`src/rtl/evad_pkg.sv`:
```
// evad_pkg: shared types and constants of the energy voice activity detector
// used by evad_ctrl, evad_dp and energy_voice_activity_detector_top
`default_nettype none

package evad_pkg;

	localparam int SAMPLE_W  = 16;
	localparam int SQ_W      = 31;
	localparam int MEAN_W    = 31;
	localparam int ENERGY_W  = 16;
	localparam int FLOOR_W   = 25;
	localparam int NOISE_W   = 16;
	localparam int THR_W     = 16;
	localparam int GAIN_W    = 12;
	localparam int RUN_W     = 8;
	localparam int ACT_W     = 19;
	localparam int PROD_W    = FLOOR_W + GAIN_W;
	localparam int ADAPT_W   = PROD_W - 16;
	localparam int ROOT_STEPS = ENERGY_W;
	localparam int SREM_W    = 17;

	localparam int CFG_IDX_W  = 2;
	localparam int CFG_DATA_W = 16;

	localparam logic [CFG_IDX_W-1:0] CFG_ENERGY_THRESHOLD = 2'd0;
	localparam logic [CFG_IDX_W-1:0] CFG_MARGIN_GAIN      = 2'd1;
	localparam logic [CFG_IDX_W-1:0] CFG_FRAMES_REQUIRED  = 2'd2;

	localparam logic [THR_W-1:0]  THR_RESET    = 16'd500;
	localparam logic [GAIN_W-1:0] GAIN_RESET   = 12'd512;
	localparam logic [RUN_W-1:0]  FRAMES_RESET = 8'd3;

	localparam logic [RUN_W-1:0] RUN_MAX    = 8'd255;
	localparam int               BLEND_OLD  = 3;
	localparam int               DRIFT_OLD  = 243;
	localparam int               DRIFT_NEW  = 13;

	typedef struct packed {
		logic div_step;
		logic root_load;
		logic root_step;
		logic floor_seed;
		logic gain_mul;
		logic decide;
		logic load_out;
	} cmd_t;

	typedef struct packed {
		logic start;
		logic seed_or_grace;
		logic out_free;
	} status_t;

endpackage

`default_nettype wire

```
`src/rtl/evad_ctrl.sv`:
```
// evad_ctrl: frame-end sequencer for division, square root, floor or run update and result load
// depends on evad_pkg (cmd_t, status_t, ROOT_STEPS)
`default_nettype none

module evad_ctrl #(
	parameter int SUM_W = 41
) (
	input  wire logic             clk,
	input  wire logic             arst_n,
	input  wire evad_pkg::status_t st,
	output evad_pkg::cmd_t        cmd,
	output logic                  busy
);

	localparam int STEP_W = $clog2(SUM_W);

	typedef enum logic [2:0] {
		ST_IDLE,
		ST_DIV,
		ST_ROOT_LOAD,
		ST_ROOT,
		ST_SEED,
		ST_MUL,
		ST_DECIDE,
		ST_EMIT
	} state_t;

	state_t            state_q;
	logic [STEP_W-1:0] step_q;
	logic              seed_path_q;

	always_ff @(posedge clk or negedge arst_n) begin
		if (!arst_n) begin
			state_q     <= ST_IDLE;
			step_q      <= '0;
			seed_path_q <= 1'b0;
		end else begin
			case (state_q)
				ST_IDLE: begin
					step_q <= '0;
					if (st.start) state_q <= ST_DIV;
				end
				ST_DIV: begin
					if (step_q == STEP_W'(SUM_W - 1)) begin
						step_q  <= '0;
						state_q <= ST_ROOT_LOAD;
					end else begin
						step_q <= step_q + 1'b1;
					end
				end
				ST_ROOT_LOAD: begin
					step_q  <= '0;
					state_q <= ST_ROOT;
				end
				ST_ROOT: begin
					if (step_q == STEP_W'(evad_pkg::ROOT_STEPS - 1)) begin
						step_q      <= '0;
						seed_path_q <= st.seed_or_grace;
						state_q     <= st.seed_or_grace ? ST_SEED : ST_MUL;
					end else begin
						step_q <= step_q + 1'b1;
					end
				end
				ST_SEED:   state_q <= ST_MUL;
				ST_MUL:    state_q <= seed_path_q ? ST_EMIT : ST_DECIDE;
				ST_DECIDE: state_q <= ST_EMIT;
				ST_EMIT: begin
					if (st.out_free) state_q <= ST_IDLE;
				end
				default:   state_q <= ST_IDLE;
			endcase
		end
	end

	always_comb begin
		cmd            = '0;
		cmd.div_step   = (state_q == ST_DIV);
		cmd.root_load  = (state_q == ST_ROOT_LOAD);
		cmd.root_step  = (state_q == ST_ROOT);
		cmd.floor_seed = (state_q == ST_SEED);
		cmd.gain_mul   = (state_q == ST_MUL);
		cmd.decide     = (state_q == ST_DECIDE);
		cmd.load_out   = (state_q == ST_EMIT) && st.out_free;
	end

	assign busy = (state_q != ST_IDLE);

	a_start_idle: assert property (@(posedge clk) disable iff (!arst_n)
		st.start |-> state_q == ST_IDLE)
		else $error("frame start while sequencer busy");

	a_div_to_root: assert property (@(posedge clk) disable iff (!arst_n)
		(state_q == ST_DIV && step_q == STEP_W'(SUM_W - 1)) |=> state_q == ST_ROOT_LOAD)
		else $error("division did not hand over to square root");

	a_emit_done: assert property (@(posedge clk) disable iff (!arst_n)
		cmd.load_out |=> state_q == ST_IDLE)
		else $error("sequencer not idle after result load");

endmodule

`default_nettype wire

```
`src/rtl/evad_dp.sv`:
```
// evad_dp: square accumulator, shift-subtract divider, digit square root,
// noise floor and run logic, result register; depends on evad_pkg
`default_nettype none

module evad_dp #(
	parameter int MAX_FRAME = 1024,
	parameter int CNT_W     = 11,
	parameter int SUM_W     = 41
) (
	input  wire logic                                  clk,
	input  wire logic                                  arst_n,
	input  wire logic                                  in_take,
	input  wire logic signed [evad_pkg::SAMPLE_W-1:0]  sample,
	input  wire logic                                  frame_end,
	input  wire logic                                  in_grace,
	input  wire logic                                  cfg_we,
	input  wire logic [evad_pkg::CFG_IDX_W-1:0]        cfg_index,
	input  wire logic [evad_pkg::CFG_DATA_W-1:0]       cfg_data,
	input  wire evad_pkg::cmd_t                        cmd,
	output evad_pkg::status_t                          st,
	input  wire logic                                  out_stall,
	output logic                                       out_valid,
	output logic [evad_pkg::ENERGY_W-1:0]              frame_energy,
	output logic [evad_pkg::NOISE_W-1:0]               noise_floor,
	output logic [evad_pkg::ACT_W-1:0]                 active_threshold,
	output logic [evad_pkg::RUN_W-1:0]                 run_length,
	output logic                                       speech_detected
);

	localparam int ROOT_RAD_W = 2 * evad_pkg::ROOT_STEPS;
	localparam int BLEND_W    = evad_pkg::FLOOR_W + 2;
	localparam int DRIFT_W    = evad_pkg::FLOOR_W + 9;

	// configuration
	logic [evad_pkg::THR_W-1:0]  thr_q;
	logic [evad_pkg::GAIN_W-1:0] gain_q;
	logic [evad_pkg::RUN_W-1:0]  frames_q;

	// accumulator
	logic [SUM_W-1:0] acc_sum_q;
	logic [CNT_W-1:0] acc_cnt_q;
	logic             grace_q;

	// divider
	logic [SUM_W-1:0] quo_q;
	logic [CNT_W-1:0] den_q;
	logic [CNT_W-1:0] rem_q;

	// square root
	logic [ROOT_RAD_W-1:0]          rad_q;
	logic [evad_pkg::ENERGY_W-1:0]  root_q;
	logic [evad_pkg::SREM_W-1:0]    srem_q;

	// floor and run
	logic [evad_pkg::FLOOR_W-1:0] floor_q;
	logic                         floor_valid_q;
	logic [evad_pkg::PROD_W-1:0]  gain_prod_q;
	logic [evad_pkg::RUN_W-1:0]   run_q;
	logic                         speech_q;
	logic                         out_valid_q;

	logic signed [2*evad_pkg::SAMPLE_W-1:0] sq_full;
	logic [evad_pkg::SQ_W-1:0]              sq;
	logic                                   frame_full;
	logic [SUM_W-1:0]                       sum_next;
	logic [CNT_W-1:0]                       cnt_next;
	logic [CNT_W:0]                         div_trial;
	logic                                   div_bit;
	logic [evad_pkg::SREM_W+1:0]            root_trial;
	logic [evad_pkg::SREM_W+1:0]            root_try;
	logic                                   root_bit;
	logic [evad_pkg::FLOOR_W-1:0]           e8;
	logic [BLEND_W-1:0]                     blend;
	logic [DRIFT_W-1:0]                     drift;
	logic [evad_pkg::ADAPT_W-1:0]           adaptive;
	logic [evad_pkg::ADAPT_W-1:0]           thr_now;
	logic                                   loud;
	logic [evad_pkg::RUN_W-1:0]             run_inc;

	always_comb begin
		sq_full    = sample * sample;
		sq         = sq_full[evad_pkg::SQ_W-1:0];
		frame_full = (acc_cnt_q >= CNT_W'(MAX_FRAME));
		sum_next   = frame_full ? acc_sum_q : acc_sum_q + SUM_W'(sq);
		cnt_next   = frame_full ? acc_cnt_q : acc_cnt_q + 1'b1;

		div_trial  = {rem_q, quo_q[SUM_W-1]};
		div_bit    = (div_trial >= {1'b0, den_q});

		root_trial = {srem_q, rad_q[ROOT_RAD_W-1 -: 2]};
		root_try   = {1'b0, root_q, 2'b01};
		root_bit   = (root_trial >= root_try);

		e8         = evad_pkg::FLOOR_W'({root_q, 8'b0});
		blend      = BLEND_W'(floor_q) * BLEND_W'(evad_pkg::BLEND_OLD) + BLEND_W'(e8);
		drift      = DRIFT_W'(floor_q) * DRIFT_W'(evad_pkg::DRIFT_OLD)
		           + DRIFT_W'(e8) * DRIFT_W'(evad_pkg::DRIFT_NEW);

		adaptive   = gain_prod_q[evad_pkg::PROD_W-1:16];
		thr_now    = (adaptive > evad_pkg::ADAPT_W'(thr_q)) ? adaptive
		                                                   : evad_pkg::ADAPT_W'(thr_q);
		loud       = (evad_pkg::ADAPT_W'(root_q) >= thr_now);
		run_inc    = (run_q != evad_pkg::RUN_MAX) ? run_q + 1'b1 : run_q;
	end

	always_ff @(posedge clk or negedge arst_n) begin
		if (!arst_n) begin
			thr_q         <= evad_pkg::THR_RESET;
			gain_q        <= evad_pkg::GAIN_RESET;
			frames_q      <= evad_pkg::FRAMES_RESET;
			acc_sum_q     <= '0;
			acc_cnt_q     <= '0;
			floor_q       <= '0;
			floor_valid_q <= 1'b0;
			run_q         <= '0;
			out_valid_q   <= 1'b0;
		end else begin
			if (cfg_we) begin
				case (cfg_index)
					evad_pkg::CFG_ENERGY_THRESHOLD: thr_q    <= cfg_data[evad_pkg::THR_W-1:0];
					evad_pkg::CFG_MARGIN_GAIN:      gain_q   <= cfg_data[evad_pkg::GAIN_W-1:0];
					evad_pkg::CFG_FRAMES_REQUIRED:  frames_q <= cfg_data[evad_pkg::RUN_W-1:0];
					default: ;
				endcase
			end
			if (in_take) begin
				if (frame_end) begin
					acc_sum_q <= '0;
					acc_cnt_q <= '0;
				end else begin
					acc_sum_q <= sum_next;
					acc_cnt_q <= cnt_next;
				end
			end
			if (cmd.floor_seed) begin
				floor_valid_q <= 1'b1;
				floor_q <= floor_valid_q ? blend[BLEND_W-1:2] : e8;
			end
			if (cmd.decide) begin
				if (loud) begin
					run_q <= run_inc;
				end else begin
					run_q   <= '0;
					floor_q <= drift[evad_pkg::FLOOR_W+7:8];
				end
			end
			if (cmd.load_out) begin
				out_valid_q <= 1'b1;
			end else if (!out_stall) begin
				out_valid_q <= 1'b0;
			end
		end
	end

	always_ff @(posedge clk) begin
		if (in_take && frame_end) begin
			quo_q   <= sum_next;
			den_q   <= (cnt_next == '0) ? CNT_W'(1) : cnt_next;
			rem_q   <= '0;
			grace_q <= in_grace;
		end else if (cmd.div_step) begin
			rem_q <= div_bit ? CNT_W'(div_trial - {1'b0, den_q}) : div_trial[CNT_W-1:0];
			quo_q <= {quo_q[SUM_W-2:0], div_bit};
		end
		if (cmd.root_load) begin
			rad_q  <= ROOT_RAD_W'(quo_q[evad_pkg::MEAN_W-1:0]);
			root_q <= '0;
			srem_q <= '0;
		end else if (cmd.root_step) begin
			rad_q  <= {rad_q[ROOT_RAD_W-3:0], 2'b00};
			root_q <= {root_q[evad_pkg::ENERGY_W-2:0], root_bit};
			srem_q <= root_bit ? evad_pkg::SREM_W'(root_trial - root_try)
			                   : root_trial[evad_pkg::SREM_W-1:0];
		end
		if (cmd.gain_mul) begin
			gain_prod_q <= evad_pkg::PROD_W'(floor_q) * evad_pkg::PROD_W'(gain_q);
		end
		if (cmd.floor_seed) begin
			speech_q <= 1'b0;
		end else if (cmd.decide) begin
			speech_q <= loud && (run_inc >= frames_q);
		end
		if (cmd.load_out) begin
			frame_energy     <= root_q;
			noise_floor      <= floor_q[evad_pkg::NOISE_W+7:8];
			active_threshold <= thr_now[evad_pkg::ACT_W-1:0];
			run_length       <= run_q;
			speech_detected  <= speech_q;
		end
	end

	assign st.start         = in_take && frame_end;
	assign st.seed_or_grace = grace_q || !floor_valid_q;
	assign st.out_free      = !out_valid_q || !out_stall;
	assign out_valid        = out_valid_q;

	a_no_overwrite: assert property (@(posedge clk) disable iff (!arst_n)
		cmd.load_out |-> !(out_valid_q && out_stall))
		else $error("result register overwritten while stalled");

	a_seed_sets_valid: assert property (@(posedge clk) disable iff (!arst_n)
		cmd.floor_seed |=> floor_valid_q)
		else $error("floor not marked valid after seed");

	a_count_bound: assert property (@(posedge clk) disable iff (!arst_n)
		acc_cnt_q <= CNT_W'(MAX_FRAME))
		else $error("sample count beyond frame limit");

endmodule

`default_nettype wire

```
`src/rtl/energy_voice_activity_detector_top.sv`:
```
// energy_voice_activity_detector_top: energy voice activity detector
// depends on evad_pkg, evad_ctrl, evad_dp
//
// Input channel (in_valid / in_stall): one signed sample per transaction,
// frame_end marks the last sample of a frame, in_grace is sampled with it.
// Samples are taken one per cycle unless in_stall holds a frame_end sample.
// At a frame end the sum and count are captured and the accumulator
// restarts, so the next frame keeps flowing. Frame processing: shift-subtract
// division, a load step, digit square root, then floor seed or run update
// with the gain multiply, then the result load, which raises out_valid.
// The divider and square root unit serve one frame at a time: a sample with
// frame_end that arrives while the previous frame is still in process sees
// in_stall high until the sequencer is free; other samples are not held.
// Output channel (out_valid / out_stall): one result per frame; it waits in
// the result register while out_stall is high and blocks the next result.
// Configuration (cfg_valid / cfg_ready): always ready, write while idle.
// Reset clears the accumulator, noise floor, run count and output valid and
// loads the configuration defaults.
`default_nettype none

module energy_voice_activity_detector_top #(
	parameter int MAX_FRAME = 1024
) (
	input  wire logic                                  clk,
	input  wire logic                                  arst_n,
	input  wire logic                                  in_valid,
	output logic                                       in_stall,
	input  wire logic signed [evad_pkg::SAMPLE_W-1:0]  sample,
	input  wire logic                                  frame_end,
	input  wire logic                                  in_grace,
	output logic                                       out_valid,
	input  wire logic                                  out_stall,
	output logic [evad_pkg::ENERGY_W-1:0]              frame_energy,
	output logic [evad_pkg::NOISE_W-1:0]               noise_floor,
	output logic [evad_pkg::ACT_W-1:0]                 active_threshold,
	output logic [evad_pkg::RUN_W-1:0]                 run_length,
	output logic                                       speech_detected,
	input  wire logic                                  cfg_valid,
	output logic                                       cfg_ready,
	input  wire logic [evad_pkg::CFG_IDX_W-1:0]        cfg_index,
	input  wire logic [evad_pkg::CFG_DATA_W-1:0]       cfg_data
);

	localparam int CNT_W = $clog2(MAX_FRAME + 1);
	localparam int SUM_W = evad_pkg::SQ_W - 1 + CNT_W;

	evad_pkg::cmd_t    cmd;
	evad_pkg::status_t st;
	logic              busy;
	logic              in_take;

	assign in_stall  = busy && frame_end;
	assign in_take   = in_valid && !in_stall;
	assign cfg_ready = 1'b1;

	evad_ctrl #(
		.SUM_W (SUM_W)
	) u_ctrl (
		.clk    (clk),
		.arst_n (arst_n),
		.st     (st),
		.cmd    (cmd),
		.busy   (busy)
	);

	evad_dp #(
		.MAX_FRAME (MAX_FRAME),
		.CNT_W     (CNT_W),
		.SUM_W     (SUM_W)
	) u_dp (
		.clk              (clk),
		.arst_n           (arst_n),
		.in_take          (in_take),
		.sample           (sample),
		.frame_end        (frame_end),
		.in_grace         (in_grace),
		.cfg_we           (cfg_valid && cfg_ready),
		.cfg_index        (cfg_index),
		.cfg_data         (cfg_data),
		.cmd              (cmd),
		.st               (st),
		.out_stall        (out_stall),
		.out_valid        (out_valid),
		.frame_energy     (frame_energy),
		.noise_floor      (noise_floor),
		.active_threshold (active_threshold),
		.run_length       (run_length),
		.speech_detected  (speech_detected)
	);

endmodule

`default_nettype wire

```
`config.mk`:
```
export PLATFORM = sky130hd
export DESIGN_NAME = energy_voice_activity_detector_top
export DESIGN_NICKNAME = d
export VERILOG_FILES = /design/src/rtl/evad_pkg.sv /design/src/rtl/evad_ctrl.sv /design/src/rtl/evad_dp.sv /design/src/rtl/energy_voice_activity_detector_top.sv
export SDC_FILE = /design/constraint.sdc
export NUM_CORES = 2
export LEC_CHECK = 0
export BUFFER_PORTS_ARGS = -buffer_cell sky130_fd_sc_hd__buf_2
export CELL_PAD_IN_SITES_DETAIL_PLACEMENT = 1
export CELL_PAD_IN_SITES_GLOBAL_PLACEMENT = 2
export CORE_MARGIN = 2
export CORE_UTILIZATION = 38
export CTS_CLUSTER_DIAMETER = 80
export DETAILED_ROUTE_END_ITERATION = 10
export GPL_ROUTABILITY_DRIVEN = 0
export HOLD_SLACK_MARGIN = 0.06
export PLACE_DENSITY_LB_ADDON = 0.1
export SYNTH_ARGS = -nofsm -noshare
export SYNTH_HDL_FRONTEND = slang
export SYNTH_HIERARCHICAL = 1
export SYNTH_SLANG_ARGS = --single-unit
```
`constraint.sdc`:
```
create_clock -name clk -period 6.2 [get_ports clk]
set_clock_uncertainty 0.1 [all_clocks]
set_input_delay 1.24 -clock clk [delete_from_list [all_inputs] [get_ports clk]]
set_output_delay 1.24 -clock clk [all_outputs]
set_load 0.02 [all_outputs]
```
==> results.py <==
metrics = {
    "setup_path": {
        "slowest_stage": "fa_1",
        "worst_setup_path_start_kind": "primary input",
        "crit_fanout": 6,
        "path_common_cell": "fa_1",
        "critPathKind": "in2reg",
        "critPathMaxStageDelay_ns": 0.57,
        "cp.required_ns": 6.47,
        "crit_family": "adder cells",
        "endpoint_kind": "register",
        "worst-path-buf-inv": 7,
        "critPathArrivalTime_ns": 8.51,
    },
    "floorplan": {
        "die_h_um": 340,
        "dieArea_um2": 116000,
        "die_w_um": 340,
        "initial_core_util_pct": 38.2,
        "rows": 123,
        "num_io_pins": 104,
        "core_um2": 112000,
    },
    "sta": {
        "whs_ns": 0.361,
        "fin_crit_ns": 8.24,
        "rsz0062_at_grt": "true",
        "hold_viol_final": 0,
        "worstMarginPinSlew_ns": 1.03,
        "slew_violations": 0,
        "fin_crit_sh_pct": 133,
        "fmax_mhz": 121,
        "relSlewSlack_pct": 30.8,
        "fin_ws_ns": -2.04,
        "finalSetupViolCount": 72,
    },
    "routing": {
        "wl_met1_um": 54700,
        "drc": 0,
        "postRouteAntennaNets": 0,
        "wirelength_um": 131000,
        "routed-via-count": 33413,
        "wire_per_inst_um": 19.6,
        "route.top_layer_used": "met4",
        "met3WireLength_um": 2710,
        "drtPass1Iterations": 4,
        "viasPerCell": 5.02,
        "drt_iter0_markers": 1061,
        "route.met2.wl_um": 70500,
    },
    "clock_tree": {
        "cts_buffers": 47,
        "root_buffer": "clkbuf_16",
        "clk_latency_ns": 0.64,
        "cts.clk_slew.worst_paths_ns": 0.06,
        "cts_tree": "yes",
        "cts_max_path_buffers": 3,
        "clock_sinks": 344,
        "htree_levels": 2,
    },
    "layout": {
        "seq_area_um2": 9240,
        "final_common_cell": "inv_1",
        "layout_common_cells": "828 x inv_1, 577 x fa_1, 547 x buf_4, 456 x nand2_1, 355 x ha_1",
        "nets": 6149,
        "fillers": 12576,
        "multi_input_area_um2": 31900,
        "area_growth_pct": 25.2,
        "layout-drive-gt1-share_pct": 25.0,
    },
    "logic_synthesis": {
        "synth_nets": 5544,
        "synth-edff-count": 165,
        "synthXorXnorAreaFrac_pct": 3.24,
        "synth_mux_area_share_pct": 3.36,
        "syn_inst": 4516,
        "synth_top_family_by_area": "adder cells",
        "syn_area_per_cell_um2": 9.51,
        "synth_flop_cell": "edfxtp_1",
        "ys_seq_area_share_pct": 21.5,
        "yosys_warnings": 6,
        "synthSimpleGateAreaFrac_pct": 12.3,
        "synthArstFlopShare_pct": 38.7,
        "synth_fa_ha_area_share_pct": 39.1,
        "synth_seq_cells": 344,
        "synth_cell_types": 98,
        "synth-compound-area-share_pct": 11.2,
        "syn_area_um2": 43000,
    },
    "global_route": {
        "grt_overflow": 0,
        "grt_max_degree": 63,
        "antenna_found_initial": 4,
        "grt.total_usage_pct": 22.9,
        "grt_pass1_vias": 37243,
        "grt_pass1_wl_um": 208000,
    },
    "status": {
        "run_status": "complete, but fails checks",
        "violations": "setup timing",
    },
    "worst_hold_path": {
        "hold_class": "reg2reg",
    },
    "place": {
        "port_buffers": 102,
        "hpwl_um": 106000,
    },
    "job": {
        "drv_cap": 0,
    },
}
[worst register-to-register path: cells and delay by family (launching register included)]
kind	cells	cell delay (ns)
adders and majority gates	8	3.05
buffers and inverters	7	0.69
xor gates and xnor gates	2	0.24
AOI/OAI and AO/OA	10	1.69
and+or+nand+nor	3	0.47
DFF	1	0.37
muxes	1	0.26
[state kept, by name, indices dropped and copies added, names as in the netlist, 17 cells and up]
| name | flops |
|---|---|
| u_dp/quo_q | 41 |
| u_dp/active_threshold | 19 |
| u_dp/floor_q | 25 |
| u_dp/acc_sum_q | 41 |
| u_dp/rad_q | 32 |
| u_dp/srem_q | 17 |
| u_dp/gain_prod_q | 21 |
[per-stage QoR]
step | TNS [ns] | cell area (um2) | worst slack (ns) | std cells | util [%]
4_1_cts | -94.55 | 52400 | -1.95 | 6625 | 46.7
6_report | -98.79 | 53800 | -2.04 | 6662 | 47.9
3_5_place_dp | -166.41 | 49200 | -2.98 | 6488 | 43.8
5_1_grt | -119.37 | 53800 | -2.32 | 6660 | 47.9
2_1_floorplan | -101.19 | 43500 | -2.26 | 4516 | -
3_3_place_gp | -161.24 | 49200 | -2.82 | 6488 | 43.8
[final timing paths]
kind,start,end,slack [ns],cells after the start
worst max-delay path,sample[10],u_dp/quo_q[37]$_DFFE_PP_,-2.04,34
worst min-delay path,u_dp/gain_prod_q[34]$_DFFE_PP_,u_dp/active_threshold[18]$_DFFE_PP_,0.36,0
worst max register to register,u_dp/root_q[2]$_SDFFE_PP0P_,u_dp/floor_q[22]$_DFF_PN0_,-0.77,31
worst min register to register,u_dp/gain_prod_q[34]$_DFFE_PP_,u_dp/active_threshold[18]$_DFFE_PP_,0.36,0
max in group asynchronous,arst_n,u_dp/gain_q[4]$_DFFE_PN0P_,4.43,2
min in group asynchronous,arst_n,u_dp/acc_sum_q[26]$_DFFE_PN0P_,0.48,1
[layer usage]
metal,vias to the layer above,global-route usage [%]
met2,280,43.5
met1,17125,27.9
met3,111,2.09
met5,-,0
li1,15897,-
met4,0,4.52
[cells in the mapped netlist, types with 31 or more instances]
library cell  number  area, um2
nor2_1           199        747
and3_1            31        194
inv_1            872       3270
mux2_2            72        811
edfxtp_1         165       4950
mux2i_1           63        631
a21o_1            67        503
o21ai_0          176        881
dfxtp_1           46        921
a21oi_1          154        771
and2_1           143        895
nand3_1           76        380
clkbuf_1         143        537
nor3_1            55        275
a211oi_1          43        323
ha_1             394       4930
xor2_1            47        412
nand2_1          480       1800
dfrtp_1          124       3100
xnor2_1          112        981
fa_1             593      11900
[final cells by class]
| cell class | count | area share (%) |
|---|---|---|
| Clock buffer | 61 | 2.50 |
| Inverter | 874 | 6.12 |
| Timing Repair Buffer | 723 | 10.6 |
| Multi-Input combinational cell | 3131 | 59.3 |
| Sequential cell | 344 | 17.2 |
| Clock inverter | 27 | 0.716 |
| Tap cell | 1500 | 3.49 |
| Antenna cell | 2 | 0.00930 |
[cell families after synthesis]
kind of cell / after synthesis
simple gates: 1130
compound gates: 719
xor+xnor: 159
buf+inv: 1041
mux: 135
fa+ha+maj: 987
other cells: 1
flops: 344
[what timing repair did]
action	4_1_cts	5_1_grt
pin swaps	171	181
setup endpoints to repair	89	93
gates resized for setup	257	249
endpoints found under the hold margin	0	0
hold buffers	0	0
gates cloned	0	0
setup buffers	54	46
Power is not shown: default switching activity piles up to over one toggle a cycle in this logic, so the estimate is an artifact.
